<file path="src/hdl/fdg_pkg.sv">
package fdg_pkg;

    localparam int UP_DEPTH_DEF  = 256;
    localparam int TIME_BITS_DEF = 48;
    localparam int Z_BITS        = 16;
    localparam int WIN_BITS      = 32;
    localparam int CFG_IDX_BITS  = 2;
    localparam int CFG_DATA_BITS = 32;
    localparam int OUT_BITS      = 8;

    localparam logic [CFG_IDX_BITS-1:0] REG_DOWN_THR = 2'd0;
    localparam logic [CFG_IDX_BITS-1:0] REG_UP_THR   = 2'd1;
    localparam logic [CFG_IDX_BITS-1:0] REG_WINDOW   = 2'd2;

    localparam logic signed [Z_BITS-1:0] DOWN_THR_RST = -16'sd9215;
    localparam logic signed [Z_BITS-1:0] UP_THR_RST   = 16'sd9215;
    localparam logic [WIN_BITS-1:0]      WINDOW_RST   = 32'd2000000;

    typedef enum logic [2:0] {
        ST_IDLE,
        ST_FETCH,
        ST_CHECK,
        ST_AGE,
        ST_DECIDE
    } state_t;

    typedef struct packed {
        logic load;
        logic pop;
        logic age;
        logic decide;
    } dp_cmd_t;

    typedef struct packed {
        logic expire_hit;
        logic out_stall;
    } dp_status_t;

endpackage

</file>
<file path="src/hdl/fdg_ctrl.sv">
module fdg_ctrl
    import fdg_pkg::*;
(
    input  logic       clk,
    input  logic       rst_n,
    input  logic       s_tvalid,
    output logic       s_tready,
    input  dp_status_t status,
    output dp_cmd_t    cmd
);

    state_t state_reg;
    state_t state_next;

    always_ff @(posedge clk or negedge rst_n)
    begin
        if (!rst_n)
        begin
            state_reg <= ST_IDLE;
        end
        else
        begin
            state_reg <= state_next;
        end
    end

    always_comb
    begin
        state_next = state_reg;
        case (state_reg)
            ST_IDLE:
            begin
                if (s_tvalid)
                begin
                    state_next = ST_FETCH;
                end
            end
            ST_FETCH:
            begin
                state_next = ST_CHECK;
            end
            ST_CHECK:
            begin
                state_next = status.expire_hit ? ST_FETCH : ST_AGE;
            end
            ST_AGE:
            begin
                state_next = ST_DECIDE;
            end
            ST_DECIDE:
            begin
                if (!status.out_stall)
                begin
                    state_next = ST_IDLE;
                end
            end
            default:
            begin
                state_next = ST_IDLE;
            end
        endcase
    end

    always_comb
    begin
        s_tready   = 1'b0;
        cmd        = '0;
        case (state_reg)
            ST_IDLE:
            begin
                s_tready = 1'b1;
                cmd.load = s_tvalid;
            end
            ST_FETCH:
            begin
                cmd = '0;
            end
            ST_CHECK:
            begin
                cmd.pop = status.expire_hit;
            end
            ST_AGE:
            begin
                cmd.age = 1'b1;
            end
            ST_DECIDE:
            begin
                cmd.decide = !status.out_stall;
            end
            default:
            begin
                cmd = '0;
            end
        endcase
    end

endmodule

</file>
<file path="config.mk">
export PLATFORM = sky130hd
export DESIGN_NAME = fdg_ctrl
export DESIGN_NICKNAME = d
export VERILOG_FILES = /design/src/hdl/fdg_pkg.sv /design/src/hdl/fdg_ctrl.sv
export SDC_FILE = /design/constraint.sdc
export NUM_CORES = 1
export LEC_CHECK = 0
export BUFFER_PORTS_ARGS = -buffer_cell sky130_fd_sc_hd__buf_2
export CORE_AREA = 2 2 39 41
export CTS_CLUSTER_DIAMETER = 60
export DETAILED_ROUTE_END_ITERATION = 10
export DIE_AREA = 0 0 41 43
export PLACE_DENSITY_LB_ADDON = 0.3
export SLEW_MARGIN = 25
export SYNTH_ARGS = -nofsm -noshare
export SYNTH_HDL_FRONTEND = slang
export SYNTH_SLANG_ARGS = --single-unit
</file>
<file path="constraint.sdc">
create_clock -name clk -period 1.4 [get_ports clk]
set_input_delay 0.42 -clock clk [delete_from_list [all_inputs] [get_ports clk]]
set_output_delay 0.42 -clock clk [all_outputs]
set_load 0.01 [all_outputs]
</file>
==> impl_metrics.py, run 1 <==
metrics = {
    "global_route": {
        "grt_start_max_net_pins": 9,
        "grt_pass1_vias": 152,
        "grt_remaining_overflow": 0,
        "grt_first_pass_wirelength_um": 593,
        "grt_use_total": 0.0522,
        "antenna_found_initial": 0,
    },
    "setup_path": {
        "reg2reg_slack_ns": 0.23,
        "cp_num_buf_inv": 1,
        "start_kind": "register",
        "cp.depth": 3,
        "rr_worst_depth": 3,
        "max_stage_delay_ns": 0.45,
        "critPathArrivalTime_ns": 1.13,
        "crit_slowest_cell": "dfrtp_2",
        "critical_path.top_delay_family": "flip-flops",
        "cp-end-kind": "primary output",
        "path_cells": "nor3_2 > and2_1 > buf_2",
        "crit_type": "register to primary output",
        "cp.required_ns": 0.98,
        "path_max_fanout": 7,
    },
    "sta": {
        "finalHoldViolations": 0,
        "finalCritPeriodShare": 1.11,
        "drv_slew": 0,
        "relSlewSlack": 0.884,
        "fin_worst_skew_ns": 0.00366,
        "finalSetupViolations": 5,
        "max_freq_mhz": 644,
        "fin_setup_tns_ns": -0.468,
        "rsz0062_at_grt": "true",
        "worstMarginPinSlew_ns": 0.173,
        "setup_slack_ns": -0.152,
        "finalCriticalPeriod_ns": 1.55,
    },
    "clock_network": {
        "cts_tree": "yes",
        "cts_root_buffer": "clkbuf_4",
        "cts.htree.levels": 1,
        "numCtsBuffers": 3,
        "cts_buffer_depth": 2,
        "cts_sinks": 3,
        "clk_pin_slew_ns": 0.04,
        "clk-insertion-delay-late_ns": 0.23,
    },
    "placement": {
        "gp_congestion": 0.616,
        "dpl.hpwl_um": 307,
        "place_ws_ns": 0.0571,
        "portBuffers": 9,
    },
    "drt": {
        "ant_nets": 0,
        "drtIter0Drc": 5,
        "vias_per_cell": 3.84,
        "vias": 188,
        "dr.pass1.iters": 4,
        "totalWireLength_um": 445,
        "wl_per_cell_um": 9.08,
        "post-route-drc-count": 0,
    },
    "power": {
        "p_leak_nw": 0.143,
        "power_frac_comb": 0.457,
        "p_seq_frac": 0.317,
        "swShare": 0.356,
        "peakVddDrop_uv": 474,
        "pwr_density_cell_nw_per_um2": 2230,
        "clock_power_share": 0.225,
        "internal_power_w": 0.000435,
        "power.switching_w": 0.000240,
    },
    "logic_synthesis": {
        "yosysTopAreaCellShare": 0.476,
        "postSynthAreaPerCell_sq_um": 9.85,
        "synthCells": 16,
        "ys_warn_count": 0,
        "synth_nets": 21,
        "ys.flop_type": "dfrtp_1",
        "ys_seq_area_frac": 0.476,
        "synth-seq-cells": 3,
        "synth_edf_count": 0,
        "synth-async-reset-ratio": 1.00,
        "yosys-top-cells-count": "3 x dfrtp_1, 3 x nor3_1, 2 x nor2_1",
        "ys_top_cells_by_area": "dfrtp_1 48%, nor3_1 9.5%, a21oi_2 5.6%",
        "netlist_area_sq_um": 158,
        "synth_top_area_cell": "dfrtp_1",
        "ys_types": 11,
    },
    "cells_and_area": {
        "largest_register_ffs": 3,
        "drive_above_1_share": 0.667,
        "syn2layout_area_growth_pct": 92.1,
        "final_nets": 39,
        "num_antenna_cells": 0,
    },
    "floorplanning": {
        "die_y_um": 43,
        "dieArea_sq_um": 1760,
        "die_x_um": 41,
        "coreArea_sq_um": 1380,
        "io_pins": 10,
        "initial_core_util": 0.114,
        "rows": 14,
    },
    "run_status": {
        "status": "finished with violations",
        "violations": "setup timing",
    },
    "min_path": {
        "hold_class": "input pin to register",
        "holdPathStages": 3,
    },
    "job": {
        "maxCapViolCount": 0,
    },
}
[what timing repair did]
item,CTS,global route
cloned,0,0
hold buffers,1,0
hold endpoints to repair,3,0
gates resized for setup,4,1
setup endpoints to repair,5,5
setup buffers,1,2
pin swaps,1,2
[power by group through the flow]
stage / registers [W] / logic (W) / clock network [W]
global route: 0.000227 / 0.000339 / 0.000169
floorplan: 0.000185 / 0.000140 / 0
global placement: 0.000210 / 0.000201 / 0
finish: 0.000214 / 0.000309 / 0.000152
CTS: 0.000218 / 0.000233 / 0.000157
detailed placement: 0.000211 / 0.000205 / 0
[metal layers]
metal  global-route usage  routed length (um)  up-vias
met5                    0                   0        -
met4               0.0200                   0        0
met3               0.0314                  45        0
met2               0.0813                 219        7
met1               0.0547                 180       90
li1                     -                   -       91
[cells in the final DEF (no fill, tap or decap)]
master	n
buf_4	3
clkbuf_1	1
clkbuf_4	3
and3b_1	1
or3b_1	1
nand2_1	1
nor3_2	1
dlygate4sd3_1	1
a31o_2	1
nand2b_1	1
a21oi_2	1
buf_6	1
dfrtp_2	3
nor3_1	2
and2_1	1
nor4b_2	1
nor2_1	2
buf_2	8
[tightest hold or removal path, stage by stage]
cell and delay [ns]:
buf_2 0.08, or3b_1 0.10, a21oi_2 0.05
[final cells by class]
| cell class | count | area (sq um) |
|---|---|---|
| well taps | 16 | 20.0 |
| clock buffers | 4 | 26.3 |
| flip-flops and latches | 3 | 78.8 |
| fillers | 160 | 1080 |
| multi-input cells | 13 | 93.8 |
| repair buffers | 13 | 83.8 |
[worst paths after layout]
| kind | to | from |
|---|---|---|
| worst min-delay path | state_reg[1] | status[1] |
| max in group asynchronous | state_reg[0] | rst_n |
| worst max-delay path | cmd[3] | state_reg[0] |
| worst max register to register | state_reg[1] | state_reg[0] |
| worst min register to register | state_reg[0] | state_reg[0] |
| min in group asynchronous | state_reg[2] | rst_n |
[cell families (layout without fill, tap and decap cells)]
family / after synthesis / count (layout) / share of synthesized area
compound gates: 2 / 2 / 0.111
buf+inv: 0 / 17 / 0
flops: 3 / 3 / 0.476
simple gates: 11 / 11 / 0.413
[through the flow]
step / std cells / power, W / hold WS [ns] / area (sq um) / util
final: 49 / 0.000676 / 0.457 / 303 / 0.219
after global routing: 49 / 0.000735 / 0.458 / 303 / 0.219
after CTS: 47 / 0.000608 / 0.454 / 282 / 0.203
after detailed placement: 41 / 0.000416 / 0.218 / 228 / 0.165
after global placement: 41 / 0.000411 / 0.218 / 228 / 0.165
after floorplan: 16 / 0.000325 / 0.124 / 163 / -
Note: power is estimated with default switching activity, not from simulation.
==> inputs of run 2 (changes only) <==
--- a/config.mk
+++ b/config.mk
@@ -5,11 +5,11 @@
 export SDC_FILE = /design/constraint.sdc
 export NUM_CORES = 1
 export LEC_CHECK = 0
-export BUFFER_PORTS_ARGS = -buffer_cell sky130_fd_sc_hd__buf_2
 export CORE_AREA = 2 2 39 41
 export CTS_CLUSTER_DIAMETER = 60
 export DETAILED_ROUTE_END_ITERATION = 10
 export DIE_AREA = 0 0 41 43
+export DONT_BUFFER_PORTS = 1
 export PLACE_DENSITY_LB_ADDON = 0.3
 export SLEW_MARGIN = 25
 export SYNTH_ARGS = -nofsm -noshare
==> run 2 against run 1 <==
  * The flow still finishes with violations (setup timing)
  * Sequential power down 5%
  * Critical path type unchanged
  * First-iteration DRC count is 80% lower
  * Clock skew rose by 0.00067 ns
  * Flip-flop and latch count stayed put
  * Worst hold slack got worse by 0.11 ns
  * Critical path depth is 1 lower
  * Count of clock-buffer cells in the layout unchanged
==> impl_metrics.py, run 2 (synthesis gave the netlist of run 1 again) <==
metrics = {
    "drt": {
        "drtIter0Drc": 1,
        "totalWireLength_um": 402,
        "ant_nets": 0,
        "post-route-drc-count": 0,
        "vias_per_cell": 3.63,
        "wl_per_cell_um": 9.35,
        "dr.pass1.iters": 2,
        "vias": 156,
    },
    "placement": {
        "gp_congestion": 0.583,
        "dp.cells": 36,
        "place_ws_ns": 0.0519,
        "portBuffers": 0,
        "dpl_cell_area_sq_um": 213,
        "dpl.hpwl_um": 302,
    },
    "clock_network": {
        "clk-insertion-delay-late_ns": 0.23,
        "clk_pin_slew_ns": 0.04,
        "cts_buffer_depth": 2,
        "cts_sinks": 3,
        "cts.htree.levels": 1,
        "cts_root_buffer": "clkbuf_4",
        "numCtsBuffers": 3,
        "cts_tree": "yes",
    },
    "min_path": {
        "hold_path.startpoint": "status[0]",
        "hold_end": "state_reg[2]",
        "holdPathStages": 1,
        "hold_class": "input pin to register",
    },
    "sta": {
        "worstMarginPinSlew_ns": 0.180,
        "finalCriticalPeriod_ns": 1.48,
        "finalSetupViolations": 5,
        "rsz0062_at_grt": "true",
        "relSlewSlack": 0.879,
        "finalHoldViolations": 0,
        "fin_worst_skew_ns": 0.00433,
        "holdWs_ns": 0.347,
        "max_freq_mhz": 675,
        "drv_slew": 0,
        "setup_slack_ns": -0.0826,
        "finalCritPeriodShare": 1.06,
    },
    "cells_and_area": {
        "largest_register_ffs": 3,
        "fin_area_sq_um": 277,
        "finalNonFillerCells": 43,
        "final_common_cell": "buf_4",
        "num_antenna_cells": 0,
        "syn2layout_area_growth_pct": 75.4,
        "final_nets": 33,
        "n_fill_cell": 154,
        "layout.cells.most_common_list": "6 x buf_4, 3 x clkbuf_4, 3 x dfrtp_2, 2 x nor3_1, 2 x nor2_1",
        "drive_above_1_share": 0.630,
    },
    "floorplanning": {
        "coreArea_sq_um": 1380,
        "initial_core_util": 0.114,
        "die_y_um": 43,
        "die_x_um": 41,
        "io_pins": 10,
        "rows": 14,
        "dieArea_sq_um": 1760,
    },
    "run_status": {
        "status": "finished with violations",
        "violations": "setup timing",
    },
    "global_route": {
        "grt_start_max_net_pins": 9,
        "grt_first_pass_wirelength_um": 607,
        "grt_pass1_vias": 168,
        "grt_use_total": 0.0552,
        "grt_remaining_overflow": 0,
        "antenna_found_initial": 0,
    },
    "power": {
        "peakVddDrop_uv": 326,
        "p_leak_nw": 0.118,
        "pwr_density_cell_nw_per_um2": 2300,
    },
    "setup_path": {
        "r2r-end": "state_reg[2]",
        "cp-end-kind": "primary output",
        "path_max_fanout": 5,
        "rr_worst_depth": 3,
        "reg2reg_slack_ns": 0.27,
        "start_kind": "register",
        "cp.required_ns": 0.98,
        "crit_type": "register to primary output",
        "r2r_start": "state_reg[0]",
        "critPathArrivalTime_ns": 1.06,
    },
    "job": {
        "maxCapViolCount": 0,
    },
}
-- run 2: critical path: stages (launching register included) --
cell and delay [ns]:
dfrtp_2 0.43, nor4b_2 0.25, buf_4 0.16
-- run 2: worst max-delay path by stage --
stage	start	endpoint	slack, ns	depth (start not counted)
after floorplan	state_reg[1]	cmd[0]	0.06	1
after global placement	state_reg[1]	cmd[0]	0.05	2
after detailed placement	state_reg[1]	cmd[0]	0.05	2
after CTS	state_reg[0]	cmd[0]	-0.11	2
after global routing	state_reg[0]	cmd[0]	-0.16	2
final	state_reg[0]	cmd[0]	-0.08	2
-- run 2: final cells by class --
type / count / area [sq um] / share of cell area
repair buffers: 7 / 55.1 / 0.199
flip-flops and latches: 3 / 78.8 / 0.285
well taps: 16 / 20.0 / 0.0724
clock buffers: 4 / 26.3 / 0.0950
multi-input cells: 13 / 96.3 / 0.348
-- run 2: routing by layer --
layer  GRT usage  vias up  wire length, um
met5           0        -                0
met4      0.0400        0                0
met3      0.0314        0               33
met2      0.0719        5              179
met1      0.0641       68              190
li1            -       83                -
-- run 2: power by group --
part	switching (W)	internal [W]	total (W)
combinational	0.000114	0.000171	0.000285
sequential	0.0000690	0.000134	0.000203
clock	0.0000428	0.000107	0.000149
-- run 2: repair_timing --
action                                  4_1_cts  5_1_grt
gates cloned                                  0        0
hold buffers                                  1        0
setup buffers                                 2        0
resized for setup                             5        0
hold endpoints to repair                      3        0
pin swaps                                     1        0
endpoints found under the setup margin        5        5
-- run 2: metrics by stage --
| stage | TNS (ns) | total power (W) | util |
|---|---|---|---|
| after global routing | -0.627 | 0.000693 | 0.200 |
| after CTS | -0.357 | 0.000652 | 0.200 |
| final | -0.275 | 0.000637 | 0.200 |
| after detailed placement | 0 | 0.000426 | 0.154 |
| after global placement | 0 | 0.000423 | 0.154 |
| after floorplan | 0 | 0.000325 | - |
==> inputs of run 3 (changes only) <==
--- a/config.mk
+++ b/config.mk
@@ -11,6 +11,7 @@
 export DIE_AREA = 0 0 41 43
 export DONT_BUFFER_PORTS = 1
 export PLACE_DENSITY_LB_ADDON = 0.3
+export REMOVE_ABC_BUFFERS = 1
 export SLEW_MARGIN = 25
 export SYNTH_ARGS = -nofsm -noshare
 export SYNTH_HDL_FRONTEND = slang
==> run 3 against run 2 <==
  * Clock power hardly changed
  * Wire length is the same
  * The run still ends with setup timing left
  * Setup slack worse by 0.022 ns
  * Largest power group unchanged
  * Clock skew fell by 0.0018 ns
  * Power shrank 4.6%
==> impl_metrics.py, run 3 (synthesis gave the netlist of run 1 again) <==
metrics = {
    "cells_and_area": {
        "fin_area_sq_um": 263,
        "num_antenna_cells": 0,
        "largest_register_ffs": 3,
        "multi_input_area_sq_um": 97.6,
        "syn2layout_area_growth_pct": 66.7,
        "drive_above_1_share": 0.640,
        "n_fill_cell": 158,
        "final_nets": 31,
        "regArea_sq_um": 78.8,
        "layout.cells.most_common_list": "4 x buf_4, 3 x clkbuf_4, 3 x dfrtp_2, 2 x nor3_1, 2 x nor2_1",
        "final_common_cell": "buf_4",
    },
    "drt": {
        "wl_per_cell_um": 9.80,
        "totalWireLength_um": 402,
        "dr.pass1.iters": 3,
        "vias": 161,
        "post-route-drc-count": 0,
        "ant_nets": 0,
        "vias_per_cell": 3.93,
        "drtIter0Drc": 3,
    },
    "placement": {
        "gp_congestion": 0.671,
        "portBuffers": 0,
        "dpl_cell_area_sq_um": 193,
    },
    "power": {
        "p_leak_nw": 0.108,
        "pwr_density_cell_nw_per_um2": 2320,
        "peakVddDrop_uv": 581,
    },
    "setup_path": {
        "crit_path_start": "state_reg[0]",
        "r2r_start": "state_reg[0]",
        "crit_slowest_cell": "dfrtp_2",
        "crit_type": "register to primary output",
        "cp.depth": 2,
        "cp.required_ns": 0.98,
        "max_stage_delay_ns": 0.44,
        "path_cells": "nor4b_2 > buf_4",
        "endpoint": "cmd[0]",
        "reg2reg_slack_ns": 0.37,
        "r2r-end": "state_reg[2]",
        "critical_path.top_delay_family": "flip-flops",
        "cp_num_buf_inv": 1,
        "critPathArrivalTime_ns": 1.08,
        "rr_worst_depth": 2,
        "path_max_fanout": 7,
        "cp-end-kind": "primary output",
        "start_kind": "register",
    },
    "sta": {
        "drv_slew": 0,
        "max_freq_mhz": 665,
        "rsz0062_at_grt": "true",
        "fin_worst_skew_ns": 0.00257,
        "finalCriticalPeriod_ns": 1.50,
        "fin_setup_tns_ns": -0.325,
        "finalHoldViolations": 0,
        "finalSetupViolations": 4,
        "finalCritPeriodShare": 1.07,
        "worstMarginPinSlew_ns": 0.384,
        "relSlewSlack": 0.742,
        "setup_slack_ns": -0.104,
    },
    "clock_network": {
        "cts_buffer_depth": 2,
        "clk_pin_slew_ns": 0.04,
        "numCtsBuffers": 3,
        "clk-insertion-delay-late_ns": 0.23,
        "cts_root_buffer": "clkbuf_4",
        "cts.htree.levels": 1,
        "cts_tree": "yes",
        "cts_sinks": 3,
    },
    "global_route": {
        "grt_remaining_overflow": 0,
        "grt_first_pass_wirelength_um": 621,
        "grt_use_total": 0.0594,
        "antenna_found_initial": 0,
        "grt_start_max_net_pins": 9,
        "grt_pass1_vias": 173,
    },
    "run_status": {
        "status": "finished with violations",
        "violations": "setup timing",
    },
    "floorplanning": {
        "initial_core_util": 0.114,
        "die_x_um": 41,
        "die_y_um": 43,
        "coreArea_sq_um": 1380,
        "dieArea_sq_um": 1760,
        "rows": 14,
        "io_pins": 10,
    },
    "min_path": {
        "hold_class": "input pin to register",
        "holdPathStages": 1,
    },
    "job": {
        "maxCapViolCount": 0,
    },
}
==> run 3: cell types whose count changed in the layout (fill, tap and decap cells not counted) <==
| cell | before | now |
|---|---|---|
| buf_4 | 6 | 4 |
| and3b_1 | 1 | 0 |
| and3b_2 | 0 | 1 |
==> run 3: area by class of cell <==
cell class | instances | area share
flip-flops and latches | 3 | 0.300
well taps | 16 | 0.0762
repair buffers | 5 | 0.152
multi-input cells | 13 | 0.371
clock buffers | 4 | 0.100
==> run 3: stage by stage <==
stage | power (W) | cells | worst slack (ns) | hold slack (ns) | utilization
2_1_floorplan | 0.000314 | 16 | -0.0228 | 0.124 | -
3_3_place_gp | 0.000376 | 34 | 0.0553 | 0.125 | 0.139
3_5_place_dp | 0.000380 | 34 | 0.0710 | 0.125 | 0.139
4_1_cts | 0.000598 | 40 | -0.111 | 0.343 | 0.184
5_1_grt | 0.000667 | 41 | -0.187 | 0.323 | 0.190
6_report | 0.000608 | 41 | -0.104 | 0.347 | 0.190
==> run 3: how the worst min path moves through the flow <==
stage	startpoint	end	slack [ns]
floorplan	rst_n	state_reg[0]	0.12
global placement	rst_n	state_reg[2]	0.12
detailed placement	rst_n	state_reg[2]	0.12
CTS	status[0]	state_reg[2]	0.34
global route	status[0]	state_reg[2]	0.32
finish	status[0]	state_reg[2]	0.35
==> run 3: worst reg2reg max path, stage by stage, from the launching register on <==
cell and delay, ns:
dfrtp_2 0.44, and3b_2 0.26, a31o_2 0.21
==> run 3: repair_timing <==
action	CTS	global route
gates resized for setup	7	0
hold buffers	1	0
pin swaps	1	0
setup buffers	1	1
hold endpoints to repair	3	0
setup endpoints to repair	5	5
cloned	0	0
==> run 3: power by group <==
group	internal [W]	switching, W	total, W
logic	0.000148	0.000102	0.000250
clock network	0.000107	0.0000412	0.000148
registers	0.000134	0.0000768	0.000211
==> run 3: metal layers <==
metal  up-vias  global-route usage  routed length [um]
li1         77                   -                   -
met1        75              0.0583                 200
met2         9              0.0625                 141
met3         0              0.0785                  60
met4         0              0.0400                   0
met5         -                   0                   0
